[src/hw/rtl/srrw_pkg.sv]
// Shared types and constants for the selective-repeat receive window.
package srrw_pkg;

  localparam int unsigned ACTION_W = 3;
  localparam int unsigned SEQ_W    = 16;
  localparam int unsigned TAG_W    = 32;
  localparam int unsigned LEN_W    = 11;
  localparam int unsigned KIND_W   = 2;
  localparam int unsigned WSIZE_W  = 5;
  localparam int unsigned SLOT_W   = TAG_W + LEN_W;

  localparam int unsigned WINDOW_MAX_DEF = 16;
  localparam logic [WSIZE_W-1:0] WSIZE_RESET = WSIZE_W'(16);

  typedef enum logic [ACTION_W-1:0] {
    ACT_START   = 3'd0,
    ACT_DATA    = 3'd1,
    ACT_END     = 3'd2,
    ACT_REFUSE  = 3'd3,
    ACT_UNKNOWN = 3'd4
  } action_e;

  typedef enum logic [KIND_W-1:0] {
    KIND_DELIVER = 2'd0,
    KIND_ACK     = 2'd1,
    KIND_END     = 2'd2,
    KIND_REFUSED = 2'd3
  } kind_e;

  typedef enum logic [2:0] {
    S_IDLE,
    S_EVAL,
    S_SLOT,
    S_CLOSE,
    S_READ,
    S_DELIV,
    S_ACK
  } state_e;

endpackage

[src/hw/rtl/srrw_ram.sv]
// Generic single-write, single-read RAM with registered read data.
module srrw_ram #(
  parameter int unsigned Width = 8,
  parameter int unsigned Depth = 16
) (
  input  logic                     clk_i,
  input  logic                     we_i,
  input  logic [$clog2(Depth)-1:0] waddr_i,
  input  logic [Width-1:0]         wdata_i,
  input  logic                     re_i,
  input  logic [$clog2(Depth)-1:0] raddr_i,
  output logic [Width-1:0]         rdata_o
);

  logic [Width-1:0] mem_q [Depth];
  logic [Width-1:0] rdata_q;

  always_ff @(posedge clk_i) begin
    if (we_i) begin
      mem_q[waddr_i] <= wdata_i;
    end
    if (re_i) begin
      rdata_q <= mem_q[raddr_i];
    end
  end

  assign rdata_o = rdata_q;

endmodule

[src/hw/rtl/selective_repeat_receive_window_core.sv]
// Top level of the selective-repeat ARQ receive window.
//
// Input channel (in_valid_i / in_ready_o) takes one packet event per word:
// start, data, end, refuse or unknown, with its sequence number, corruption
// flag and payload descriptor. Output channel (out_valid_o / out_ready_i)
// returns result words: in-order deliveries, acks, ended and refused.
// last_o marks the final word caused by one input word.
// cfg_we_i / cfg_wdata_i write the window size; write it only while idle.
//
// One word is worked on at a time; in_ready_o is high only when the
// sequencer is idle. Each delivery of a buffered packet is a RAM read,
// then an output load. The offset, the head-plus-offset slot sum and the
// base step run through one shared 16-bit adder stepped by the sequencer.
//
// Reset clears the base, the ring head, all slot valid bits and the
// transfer-closed flag, and sets the window size to 16. The slot RAM holds
// no reset state; only slots with a set valid bit are read. When the
// receiver stalls, the result waits in the output register and the
// sequencer holds in its current state until the register frees up.
module selective_repeat_receive_window_core #(
  parameter int unsigned WindowMax = srrw_pkg::WINDOW_MAX_DEF
) (
  input  logic                         clk_i,
  input  logic                         rst_ni,
  input  logic                         cfg_we_i,
  input  logic [srrw_pkg::WSIZE_W-1:0] cfg_wdata_i,
  input  logic                         in_valid_i,
  output logic                         in_ready_o,
  input  logic [srrw_pkg::ACTION_W-1:0] action_i,
  input  logic [srrw_pkg::SEQ_W-1:0]   seq_num_i,
  input  logic                         corrupted_i,
  input  logic [srrw_pkg::TAG_W-1:0]   payload_tag_i,
  input  logic [srrw_pkg::LEN_W-1:0]   payload_len_i,
  output logic                         out_valid_o,
  input  logic                         out_ready_i,
  output logic [srrw_pkg::KIND_W-1:0]  kind_o,
  output logic [srrw_pkg::SEQ_W-1:0]   out_seq_o,
  output logic [srrw_pkg::TAG_W-1:0]   out_tag_o,
  output logic [srrw_pkg::LEN_W-1:0]   out_len_o,
  output logic                         last_o
);
  import srrw_pkg::*;

  localparam int unsigned IdxW = $clog2(WindowMax);

  // Sequencer and window state
  state_e                state_q, state_d;
  logic [SEQ_W-1:0]      base_q, base_d;
  logic [IdxW-1:0]       head_q, head_d;
  logic [WindowMax-1:0]  valid_q, valid_d;
  logic                  done_q, done_d;
  logic [IdxW:0]         off_q, off_d;
  logic [WSIZE_W-1:0]    wsize_q;

  // Captured input word
  logic [ACTION_W-1:0]   act_q;
  logic [SEQ_W-1:0]      seq_q;
  logic                  corrupt_q;
  logic [TAG_W-1:0]      tag_q;
  logic [LEN_W-1:0]      len_q;

  // Output register
  logic                  out_valid_q;
  kind_e                 kind_q;
  logic [SEQ_W-1:0]      oseq_q;
  logic [TAG_W-1:0]      otag_q;
  logic [LEN_W-1:0]      olen_q;
  logic                  last_q;

  logic                  ld_out;
  kind_e                 o_kind;
  logic [SEQ_W-1:0]      o_seq;
  logic [TAG_W-1:0]      o_tag;
  logic [LEN_W-1:0]      o_len;
  logic                  o_last;
  logic                  can_load;

  // Shared adder
  logic [SEQ_W-1:0]      alu_a, alu_b, alu_sum;
  logic                  alu_ci;

  logic [SEQ_W:0]        eff_win;
  logic                  in_window;
  logic [IdxW:0]         slot_wide;
  logic [IdxW-1:0]       slot;
  logic [IdxW-1:0]       head_next;

  logic                  ram_we, ram_re;
  logic [SLOT_W-1:0]     ram_rdata;

  assign alu_sum = alu_a + alu_b + {{(SEQ_W-1){1'b0}}, alu_ci};

  // Clamp the window size: zero acts as one, oversize acts as the maximum.
  always_comb begin
    if (wsize_q == '0) begin
      eff_win = (SEQ_W+1)'(1);
    end else if (int'(wsize_q) > int'(WindowMax)) begin
      eff_win = (SEQ_W+1)'(WindowMax);
    end else begin
      eff_win = (SEQ_W+1)'(wsize_q);
    end
  end

  assign in_window = {1'b0, alu_sum} < eff_win;

  // head + offset stays below twice the ring size: one compare and subtract.
  assign slot_wide = alu_sum[IdxW:0];
  assign slot = (slot_wide >= (IdxW+1)'(WindowMax))
              ? IdxW'(slot_wide - (IdxW+1)'(WindowMax))
              : IdxW'(slot_wide);

  assign head_next = (head_q == IdxW'(WindowMax - 1)) ? '0 : head_q + 1'b1;

  assign can_load   = !out_valid_q || out_ready_i;
  assign in_ready_o = (state_q == S_IDLE);

  always_comb begin
    state_d = state_q;
    base_d  = base_q;
    head_d  = head_q;
    valid_d = valid_q;
    done_d  = done_q;
    off_d   = off_q;
    ram_we  = 1'b0;
    ram_re  = 1'b0;
    ld_out  = 1'b0;
    o_kind  = KIND_ACK;
    o_seq   = '0;
    o_tag   = '0;
    o_len   = '0;
    o_last  = 1'b0;
    alu_a   = '0;
    alu_b   = '0;
    alu_ci  = 1'b0;

    unique case (state_q)
      S_IDLE: begin
        if (in_valid_i) begin
          state_d = S_EVAL;
        end
      end
      S_EVAL: begin
        // offset = seq - base
        alu_a   = seq_q;
        alu_b   = ~base_q;
        alu_ci  = 1'b1;
        state_d = S_IDLE;
        if (!corrupt_q) begin
          unique case (act_q) inside
            ACT_START: begin
              base_d  = '0;
              head_d  = '0;
              valid_d = '0;
              done_d  = 1'b0;
            end
            ACT_DATA: begin
              if (!done_q && in_window) begin
                off_d   = alu_sum[IdxW:0];
                state_d = S_SLOT;
              end
            end
            ACT_END, ACT_REFUSE: begin
              if (!done_q) begin
                state_d = S_CLOSE;
              end
            end
            default: ;
          endcase
        end
      end
      S_SLOT: begin
        alu_a = SEQ_W'(head_q);
        alu_b = SEQ_W'(off_q);
        if (valid_q[slot]) begin
          state_d = S_ACK;
        end else begin
          ram_we        = 1'b1;
          valid_d[slot] = 1'b1;
          state_d       = S_READ;
        end
      end
      S_CLOSE: begin
        if (can_load) begin
          ld_out  = 1'b1;
          o_kind  = (act_q == ACT_END) ? KIND_END : KIND_REFUSED;
          o_last  = 1'b1;
          done_d  = 1'b1;
          state_d = S_IDLE;
        end
      end
      S_READ: begin
        if (valid_q[head_q]) begin
          ram_re  = 1'b1;
          state_d = S_DELIV;
        end else begin
          state_d = S_ACK;
        end
      end
      S_DELIV: begin
        alu_a = base_q;
        alu_b = SEQ_W'(1);
        if (can_load) begin
          ld_out          = 1'b1;
          o_kind          = KIND_DELIVER;
          o_seq           = base_q;
          o_tag           = ram_rdata[SLOT_W-1:LEN_W];
          o_len           = ram_rdata[LEN_W-1:0];
          valid_d[head_q] = 1'b0;
          head_d          = head_next;
          base_d          = alu_sum;
          state_d         = S_READ;
        end
      end
      S_ACK: begin
        if (can_load) begin
          ld_out  = 1'b1;
          o_kind  = KIND_ACK;
          o_seq   = seq_q;
          o_last  = 1'b1;
          state_d = S_IDLE;
        end
      end
      default: state_d = S_IDLE;
    endcase
  end

  always_ff @(posedge clk_i or negedge rst_ni) begin
    if (!rst_ni) begin
      state_q     <= S_IDLE;
      base_q      <= '0;
      head_q      <= '0;
      valid_q     <= '0;
      done_q      <= 1'b0;
      off_q       <= '0;
      wsize_q     <= WSIZE_RESET;
      out_valid_q <= 1'b0;
    end else begin
      state_q <= state_d;
      base_q  <= base_d;
      head_q  <= head_d;
      valid_q <= valid_d;
      done_q  <= done_d;
      off_q   <= off_d;
      if (cfg_we_i) begin
        wsize_q <= cfg_wdata_i;
      end
      if (ld_out) begin
        out_valid_q <= 1'b1;
      end else if (out_ready_i) begin
        out_valid_q <= 1'b0;
      end
    end
  end

  // Payload registers: capture on accept, load on result.
  always_ff @(posedge clk_i) begin
    if (in_valid_i && in_ready_o) begin
      act_q     <= action_i;
      seq_q     <= seq_num_i;
      corrupt_q <= corrupted_i;
      tag_q     <= payload_tag_i;
      len_q     <= payload_len_i;
    end
    if (ld_out) begin
      kind_q <= o_kind;
      oseq_q <= o_seq;
      otag_q <= o_tag;
      olen_q <= o_len;
      last_q <= o_last;
    end
  end

  srrw_ram #(
    .Width(SLOT_W),
    .Depth(WindowMax)
  ) u_slot_ram (
    .clk_i  (clk_i),
    .we_i   (ram_we),
    .waddr_i(slot),
    .wdata_i({tag_q, len_q}),
    .re_i   (ram_re),
    .raddr_i(head_q),
    .rdata_o(ram_rdata)
  );

  assign out_valid_o = out_valid_q;
  assign kind_o      = kind_q;
  assign out_seq_o   = oseq_q;
  assign out_tag_o   = otag_q;
  assign out_len_o   = olen_q;
  assign last_o      = last_q;

endmodule

[config.mk]
export PLATFORM = sky130hd
export DESIGN_NAME = selective_repeat_receive_window_core
export DESIGN_NICKNAME = d
export VERILOG_FILES = /design/src/hw/rtl/srrw_pkg.sv /design/src/hw/rtl/srrw_ram.sv /design/src/hw/rtl/selective_repeat_receive_window_core.sv
export SDC_FILE = /design/constraint.sdc
export NUM_CORES = 1
export LEC_CHECK = 0
export BUFFER_PORTS_ARGS = -buffer_cell sky130_fd_sc_hd__buf_2
export CORE_MARGIN = 4
export CORE_UTILIZATION = 50
export CTS_CLUSTER_SIZE = 12
export DETAILED_ROUTE_END_ITERATION = 10
export MAX_ROUTING_LAYER = met4
export PLACE_DENSITY = 0.67
export SETUP_SLACK_MARGIN = 0.3
export SYNTH_ARGS = -nofsm -noshare
export SYNTH_HDL_FRONTEND = slang
export SYNTH_SLANG_ARGS = --single-unit
[constraint.sdc]
create_clock -name clk_i -period 15.3 [get_ports clk_i]
set_input_delay 0.765 -clock clk_i [delete_from_list [all_inputs] [get_ports clk_i]]
set_output_delay 0.765 -clock clk_i [all_outputs]
set_load 0.02 [all_outputs]
; Word level (Yosys, flattened, before mapping)
; Memory sizes are Yosys's and may differ from the RTL's. A register that Yosys moved wholly into a read port is not among the register bits.
; Index checks and enable logic that the tools add are counted.
[totals]
regBits = 176
latch_bits = 0
mem_bits_rw = 688
rom_bits = 0
inputBits = 73
output_inout_bits = 64
elab_cells = 132
mem_count = 1
[classes]
addsub = 4
mul = 0
n_div = 0
magnitude_cmp = 7
eq_ne = 17
shifts = 0
n_mux = 57
bitwise_logic = 5
n_reduce_logical = 23
[memory_table]
columns = name, depth, word_bits, read_ports, rd_clocked_by_memory_dff, wr, line_no
row1 = u_slot_ram.mem_q, 16, 43, 1, 1, 1, srrw_ram.sv:15  ; logic [Width-1:0] mem_q [Depth];
[op_table]
columns = operator, n
row1 = 16-bit one-hot mux with 3 select lines, 3
row2 = 16-bit two-way mux, 7
row3 = 16-bit one-hot mux with 2 select lines, 2
row4 = 16-bit inverter, 2
row5 = 1-bit two-way mux, 20
row6 = 4-bit two-way mux, 5
row7 = 3-bit one-hot mux with 6 select lines, 1
row8 = 16-bit by 17-bit < comparator with 1-bit output, 1
row9 = 17-bit two-way mux, 1
row10 = 16-bit by 1-bit adder with 16-bit output, 1
row11 = 16-bit adder, 1
row12 = 16-bit AND, 1
row13 = 16-bit bitwise OR, 1
row14 = 3-bit by 2-bit == test with 1-bit output (second input constant), 4
row15 = 2-bit two-way mux, 6
row16 = 2-bit != test (second input constant), 6
row17 = 4-bit AND reduction, 3
row18 = 4-bit by 5-bit < comparator with 1-bit output (second input constant), 2
row19 = 3-bit == test (second input constant), 3
row20 = 3-bit two-way mux, 3
row21 = 1-bit binary-select mux with 4-bit select, 2
row22 = 1-bit demux with 4-bit select, 2
row23 = 4-bit by 1-bit >= comparator with 1-bit output (second input constant), 2
row24 = 2-bit one-hot mux with 2 select lines, 2
row25 = other kinds (23), 32

; Longest topological paths before layout
; Gate-level depths: netlist (run 1).
[depth]
word_depth = 13
mapped_depth = 20
mapped_depth_nobuf = 18

; Hierarchy
; A second synthesis (run 1) with hierarchy kept.
[hier_totals]
hier_cells = 1778
area_unflattened_um2 = 35207.5
[by_module_without_submodules]
columns = mod, instances, cells_per_inst, area_per_inst_um2, seq_area_each_um2
row1 = srrw_ram, 1, 1116, 27069.7, 21951.1
row2 = selective_repeat_receive_window_core, 1, 662, 8137.8, 5031.1

; Worst setup path after synthesis (run 1)
; Ideal clock, no wire load.
[synth_path]
path_kind = register to register
from = register head_q[0]
to = memory u_slot_ram.mem_q[6][0] in the netlist's numbering (enable)
setup_time_ps = 405
t_arrival_ps = 5370
required_time_ps = 14895
path_slack_ps = 9526
stages_incl_launch_ff = 16
n_path_buf = 5
synth_period_minus_slack_ps = 5774
path_cell_list = dfrtp_1 buf_2 clkbuf_1 clkbuf_1 a22oi_1 nor2_1 a21oi_1 fa_1 fa_1 clkbuf_1 mux4_2 mux4_2 a21oi_2 and3_1 buf_2 and2_1
[synth_between]
elab_chain_len = 11
elab_cells_between_ends = 12
cone_classes = 3 x add/sub / 1 x order compare / 8 x mux
[synth_lines]
columns = item, line_no
row1 = "start, declared", selective_repeat_receive_window_core.sv:49  ; logic [IdxW-1:0] head_q, head_d;
row2 = "start signal, assigned", selective_repeat_receive_window_core.sv:231  ; head_q <= '0;
row3 = "start signal, assigned", selective_repeat_receive_window_core.sv:240  ; head_q <= head_d;
row4 = 16-bit one-hot mux with 3 select lines *, selective_repeat_receive_window_core.sv:136  ; unique case (state_q)
row5 = 16-bit adder *, selective_repeat_receive_window_core.sv:91  ; assign alu_sum = alu_a + alu_b + {{(SEQ_W-1){1'b0}}, alu_ci};
row6 = 16-bit by 1-bit adder with 16-bit output *, selective_repeat_receive_window_core.sv:91
row7 = 4-bit by 1-bit subtractor with 4-bit output / 5-bit >= comparator (equally long branches), "selective_repeat_receive_window_core.sv:109, selective_repeat_receive_window_core.sv:108"
row8 = 4-bit two-way mux *, selective_repeat_receive_window_core.sv:109  ; ? IdxW'(slot_wide - (IdxW+1)'(WindowMax))
row9 = 1-bit binary-select mux with 4-bit select, selective_repeat_receive_window_core.sv:174  ; if (valid_q[slot]) begin
row10 = 1-bit two-way mux (implied by the code), selective_repeat_receive_window_core.sv:174
row11 = 1-bit two-way mux, selective_repeat_receive_window_core.sv:174
row12 = 1-bit two-way mux, selective_repeat_receive_window_core.sv:136
row13 = 1-bit two-way mux, srrw_ram.sv:19  ; if (we_i) begin
row14 = 1-bit two-way mux (implied by the code), srrw_ram.sv:20  ; mem_q[waddr_i] <= wdata_i;
row15 = "end, declared", srrw_ram.sv:15
; Mark *: on every way between the ends. The rest lies on a longest branch, timed or not. The select of a mux whose other input is x is not followed.

; Final worst setup path (run 1)
[layout_path]
from = register state_q[2]
to = memory u_slot_ram.mem_q[6][19] in the netlist's numbering (enable)
[layout_between]
elab_chain_len = 12
elab_cells_between_ends = 17
cone_classes = 3 x add/sub / 1 x order compare / 3 x eq/ne / 10 x mux
[layout_lines]
columns = item, line_no
row1 = "start, declared", selective_repeat_receive_window_core.sv:47  ; state_e state_q, state_d;
row2 = "start signal, assigned", selective_repeat_receive_window_core.sv:238  ; state_q <= state_d;
row3 = "3-bit == test, or another cell as far along", selective_repeat_receive_window_core.sv:136
row4 = 16-bit one-hot mux with 3 select lines, selective_repeat_receive_window_core.sv:136
row5 = 16-bit adder, selective_repeat_receive_window_core.sv:91
row6 = 16-bit by 1-bit adder with 16-bit output, selective_repeat_receive_window_core.sv:91
row7 = 4-bit by 1-bit subtractor with 4-bit output / 5-bit >= comparator (equally long branches), "selective_repeat_receive_window_core.sv:109, selective_repeat_receive_window_core.sv:108"
row8 = 4-bit two-way mux, selective_repeat_receive_window_core.sv:109
row9 = 1-bit binary-select mux with 4-bit select, selective_repeat_receive_window_core.sv:174
row10 = 1-bit two-way mux (implied by the code), selective_repeat_receive_window_core.sv:174
row11 = 1-bit two-way mux, selective_repeat_receive_window_core.sv:174
row12 = 1-bit two-way mux, selective_repeat_receive_window_core.sv:136
row13 = 1-bit two-way mux, srrw_ram.sv:19
row14 = 1-bit two-way mux (implied by the code), srrw_ram.sv:20
; Parallel ways exist; a longest one is shown, timed or not. The select of a mux whose other input is x is not followed.

==> flow_metrics.tcl, run 1 <==
set metrics [dict create \
    cp_data_required_time_ns 15.55 \
    drv_cap 0 \
    netlist_area_um2 35200 \
    place_inst 2674 \
    status "finished clean" \
    ys.flop_type "edfxtp_1" \
    pre_cts_ws_ns 8.53 \
    overflow 0 \
    setup_viol 0 \
    die_h_um 273 \
    fin_tns_setup_ns 0 \
    grt_pass1_wl_mm 111 \
    cp_max_fo 54 \
    postCtsSetupBuffers 0 \
    drt_pass1_iterations 5 \
    synth_area_leader_cell "edfxtp_1" \
    syn_nets 1773 \
    postCtsHoldBufs 0 \
    cts_resized 0 \
    antenna_left 0 \
    gp_congestion 0.874 \
    slew-limit-headroom_pct 23.9 \
    grt_max_degree 173 \
    end_kind "register" \
    setup_slack_ns 8.52 \
    dpl.hpwl_mm 40.1 \
    crit_arrival_ns 7.04 \
    antenna_found_initial 1 \
    fin_cells 2832 \
    num_vias 16700 \
    ys_types 64 \
    nNetsFinal 1927 \
    place_area_um2 37000 \
    yosysSeqAreaShare_pct 76.6 \
    worst_pin_slew_ns 1.14 \
    cp-start-kind "register" \
    yosysWarnings 0 \
    grt_pass1_vias 17500 \
    ys_ff_latch 907 \
    slowest_delay_ns 0.84 \
    die_x_um 273 \
    via_per_inst 5.88 \
    drt_drc_violations_left 0 \
    crit_slowest_cell "dfrtp_1" \
    cts_tree "built" \
    ys_top_cells_by_area "edfxtp_1 (73%), mux4_2 (14%), dfrtp_1 (3.6%), and3_1 (0.94%), ha_1 (0.78%)" \
    min_path_type "in2async" \
    rrSetupSlack_ns 8.52 \
    detail_route.wl_per_cell_um 25.9 \
    insertion_delay_ns 0.65 \
    fmax_mhz 147 \
    wl_mm 73.4 \
    power_per_cell_area_nw_per_um2 177 \
    final_area_um2 39800 \
    numCtsBuffers 94 \
    drv_slew 0 \
    synth_top_area_share_pct 72.9 \
    layout-drive-gt1-share_pct 28.1 \
    synth_edf_count 856 \
    ctsHtreeMaxLevel 3 \
    finalHoldViolCount 0 \
    io_buffers 136 \
    pin_count 137 \
    postSynthAreaPerCell_um2 21.0 \
    clock_skew_ns 0.0251 \
    worstSetupPathType "reg2reg" \
    rows 97 \
    period_needed_ns 6.78 \
    grtUsageTotal_pct 20.5 \
    dieArea_um2 74800 \
    syn2layout_area_growth_pct 12.8 \
    leakage_nw 13.0 \
    ir_drop_uv 207 \
    fin_crit_sh_pct 44.3 \
    cts_root_buf "clkbuf_16" \
    drt_iter0_markers 1553 \
    clockBufferDepth 3 \
    synthArstFlopShare_pct 5.62 \
    cts_sinks 907 \
    core_um2 69900 \
    clk_pin_slew_ns 0.06 \
    crit_chain "inv_2 > nor2_4 > buf_4 > a21oi_1 > fa_1 > fa_1 > mux4_2 > mux4_2 > a21oi_2 > and3_1 > and2_4" \
    rsz0062_at_grt "no" \
    synth_cells 1676 \
    initial_core_util_pct 50.4 \
]
==> worst max-delay path: cells and delay by family (launching register included) <==
family	cells	cell delay (ns)
buffers and inverters	2	0.80
adder cells (fa/ha/maj)	2	1.26
multiplexers	2	1.10
flip-flops	1	0.84
AND/OR/NAND/NOR	3	1.71
AO/OA/AOI/OAI	2	0.57
==> worst paths after layout <==
path	cells after the start	from	to
hold reg to reg	1	off_q[2]	off_q[2]
setup reg to reg	11	state_q[2]	u_slot_ram.mem_q[6][19]
max in group asynchronous	2	rst_ni	head_q[0]
setup / recovery	11	state_q[2]	u_slot_ram.mem_q[6][19]
hold / removal	2	rst_ni	base_q[4]
min in group clk_i	1	payload_tag_i[19]	tag_q[19]
==> layout by cell type (no fill, tap or decap), drive strengths merged, types with 4 or more instances in the layout <==
cell      n
dfrtp    50
o22a     13
nor3      7
or3       4
clkbuf  124
a31oi     5
o21ai    32
o21a      9
inv      17
edfxtp  856
ha       22
xnor2     7
o22ai     5
clkinv   27
a22oi    18
nor2     62
a22o     12
nand2b   11
nand2    48
a21oi    40
a21o      7
mux2      9
and3     53
nand3     7
nor2b     8
and2     14
o211ai    8
buf     149
xor2      4
mux4    223
==> state kept, by name, indices dropped and copies added (netlist names), 16 cells and up <==
register / count
u_slot_ram.rdata_o: 43
out_seq_o: 16
valid_q: 16
base_q: 16
out_tag_o: 32
u_slot_ram.mem_q: 688
seq_q: 16
tag_q: 32
==> logic make-up (layout without fill, tap and decap cells) <==
logic type,Yosys count,count (layout),synth area share [%]
buffers and inverters,106,321,1.18
other,0,1,0
DFF,907,907,76.6
and+or+nand+nor,230,230,3.36
adders and majority gates,24,24,0.895
muxes,235,235,14.6
AOI/OAI and AO/OA,163,163,3.11
xor gates and xnor gates,11,11,0.273
==> per-layer routing <==
metal / global-route usage [%] / part of all wire (%) / up-vias
met2: 33.6 / 51 / 477
li1: - / - / 7240
met5: - / 0 / -
met1: 27.1 / 42 / 8803
met4: 5.91 / 2.7 / 0
met3: 3.32 / 4.9 / 137
==> where the power goes <==
group | total, mW | internal, mW | leakage (nW) | switching [mW]
Sequential | 3.33 | 3.09 | 8.41 | 0.238
Clock | 2.09 | 1.19 | 1.36 | 0.900
Combinational | 1.59 | 0.709 | 3.20 | 0.885
==> per-stage QoR <==
stage / util [%] / power (mW) / hold WS (ns)
2_1_floorplan: - / 4.34 / 0.458
5_1_grt: 56.9 / 7.34 / 0.253
3_3_place_gp: 52.9 / 4.98 / 0.491
4_1_cts: 56.9 / 7.10 / 0.247
3_5_place_dp: 52.9 / 5.00 / 0.510
6_report: 56.9 / 7.02 / 0.257
==> area by class of cell <==
class	count	area [um^2]
clock buffer	124	2540
sequential	907	27000
clock inverter	33	267
antenna	1	2.50
multi-input combinational	663	7930
inverter	15	56.3
fill	5186	30100
tap	940	1180
timing repair buffer	149	803
==> cell usage after synthesis (14+ instances only) <==
master,instances
a22oi_1,18
a21oi_1,38
edfxtp_1,856
dfrtp_1,50
and3_1,53
mux4_2,223
ha_1,22
clkbuf_1,62
nand2_1,47
nor2_1,61
o21ai_0,30
buf_1,17
and2_1,14
No activity file was read; power rests on OpenSTA's default activity.
==> inputs of run 2 (changes only) <==
==> constraint.sdc (replaced) <==
create_clock -name clk_i -period 6.3 [get_ports clk_i]
set_input_delay 0.315 -clock clk_i [delete_from_list [all_inputs] [get_ports clk_i]]
set_output_delay 0.315 -clock clk_i [all_outputs]
set_load 0.02 [all_outputs]
==> flow_metrics.tcl, run 2 (synthesis results as in run 1) <==
set metrics [dict create \
    antenna_found_initial 0 \
    final_area_um2 40800 \
    cts_sinks 907 \
    place_area_um2 37200 \
    clockBufferDepth 3 \
    clock_skew_ns 0.0393 \
    io_buffers 136 \
    overflow 0 \
    drt_drc_violations_left 0 \
    crit_chain "nand2_2 > nor2_2 > inv_2 > fa_1 > fa_1 > mux4_2 > mux4_2 > a21oi_2 > and3_1 > and2_4" \
    initial_core_util_pct 50.4 \
    period_needed_ns 5.73 \
    crit_arrival_ns 6.00 \
    drt_iter0_markers 1497 \
    nNetsFinal 2022 \
    clk_pin_slew_ns 0.06 \
    fin_tns_setup_ns 0 \
    rsz0062_at_grt "no" \
    dpl.hpwl_mm 45.5 \
    cp_max_fo 43 \
    cts_root_buf "clkbuf_16" \
    drt_pass1_iterations 7 \
    detail_route.wl_per_cell_um 27.0 \
    num_vias 17400 \
    top_register "u_slot_ram.mem_q" \
    setup_viol 0 \
    status "finished clean" \
    insertion_delay_ns 0.66 \
    ir_drop_uv 263 \
    finalHoldViolCount 0 \
    fmax_mhz 175 \
    syn2layout_area_growth_pct 15.9 \
    numCtsBuffers 95 \
    slew-limit-headroom_pct 19.0 \
    cp_data_required_time_ns 6.58 \
    power_per_cell_area_nw_per_um2 427 \
    num-fill-cells 5084 \
    die_h_um 273 \
    slowest_delay_ns 0.80 \
    grt_pass1_vias 18200 \
    crit_slowest_cell "fa_1" \
    antenna_left 0 \
    wl_mm 79.0 \
    via_per_inst 5.96 \
    cts_tree "built" \
    drv_slew 0 \
    grt_max_degree 79 \
    die_x_um 273 \
    worst_pin_slew_ns 1.21 \
    gp_congestion 0.863 \
    drv_cap 0 \
    final_cell_mix "edfxtp_1 (856), mux4_2 (223), buf_2 (136)" \
    num_antenna_cells 0 \
    leakage_nw 13.5 \
    fin_crit_sh_pct 90.9 \
    rows 97 \
    largest_register_ffs 688 \
    grtUsageTotal_pct 22.1 \
    worstSetupPathType "reg2reg" \
    final_common_cell "edfxtp_1" \
    end_kind "register" \
    pin_count 137 \
    min_path_type "in2reg" \
    core_um2 69900 \
    cp-start-kind "register" \
    grt_pass1_wl_mm 118 \
    dieArea_um2 74800 \
    ctsHtreeMaxLevel 3 \
    layout-drive-gt1-share_pct 28.4 \
]
## run 2: changes by cell type in the layout (fill, tap and decap cells not counted), sizes merged
cell         delta
bufinv          +4
buf            +19
inv             +2
clkbuf         -10
clkinvlp        -2
clkinv          +2
diode           -1
dlygate4sd3    +75
## run 2: layout make-up
| class | count | area (um^2) | area share (%) |
|---|---|---|---|
| Clock inverter | 39 | 430 | 1.05 |
| Inverter | 15 | 56.3 | 0.138 |
| Timing Repair Buffer | 243 | 1760 | 4.31 |
| Tap cell | 940 | 1180 | 2.88 |
| Clock buffer | 114 | 2470 | 6.05 |
| Sequential cell | 907 | 27000 | 66.1 |
| Multi-Input combinational cell | 663 | 7940 | 19.4 |
## run 2: worst paths after layout
| check | end | cells past startpoint | from | slack, ns |
|---|---|---|---|---|
| worst max-delay path | u_slot_ram.mem_q[14][18] | 10 | state_q[0] | 0.57 |
| worst min register to register | valid_q[15] | 1 | valid_q[15] | 0.51 |
| worst max register to register | u_slot_ram.mem_q[14][18] | 10 | state_q[0] | 0.57 |
| min in group asynchronous | wsize_q[3] | 3 | rst_ni | 0.36 |
| max in group asynchronous | head_q[0] | 3 | rst_ni | 5.39 |
| worst min-delay path | state_q[0] | 5 | in_valid_i | 0.04 |
## run 2: where the power goes
part	internal, mW	switching (mW)
Clock	3.03	2.23
Combinational	1.78	2.35
Sequential	7.52	0.525
## run 2: critical path, delay by kind of cell (launching register included)
kind                       cells  cell delay, ns
buffers and inverters          1            0.26
AOI/OAI and AO/OA              1            0.35
DFF                            1            0.60
adders and majority gates      2            1.28
muxes                          2            1.08
and+or+nand+nor                4            1.72
## run 2: metal layers
metal | global-route usage [%] | wire length (um)
met1 | 30.5 | 33500
met2 | 34.7 | 38600
met3 | 3.78 | 4700
met4 | 6.51 | 2200
met5 | - | 0
## run 2: timing repair
action                     4_1_cts  5_1_grt
hold endpoints to repair       118        0
hold buffers                    75        0
resized for setup                0        2
setup endpoints to repair        0       66
setup buffers                    0        0
## run 2: metrics by stage
| stage | total power, mW | worst slack, ns | cells | hold slack (ns) | utilization [%] |
|---|---|---|---|---|---|
| after floorplan | 10.5 | 0.526 | 1676 | 0.0194 | - |
| after global placement | 12.2 | 0.681 | 2693 | 0.488 | 53.2 |
| after detailed placement | 12.3 | 0.542 | 2693 | 0.493 | 53.2 |
| after CTS | 17.6 | 0.487 | 2921 | 0.00564 | 58.4 |
| after global routing | 18.2 | 0.329 | 2921 | 0.0625 | 58.4 |
| final | 17.4 | 0.575 | 2921 | 0.0358 | 58.4 |
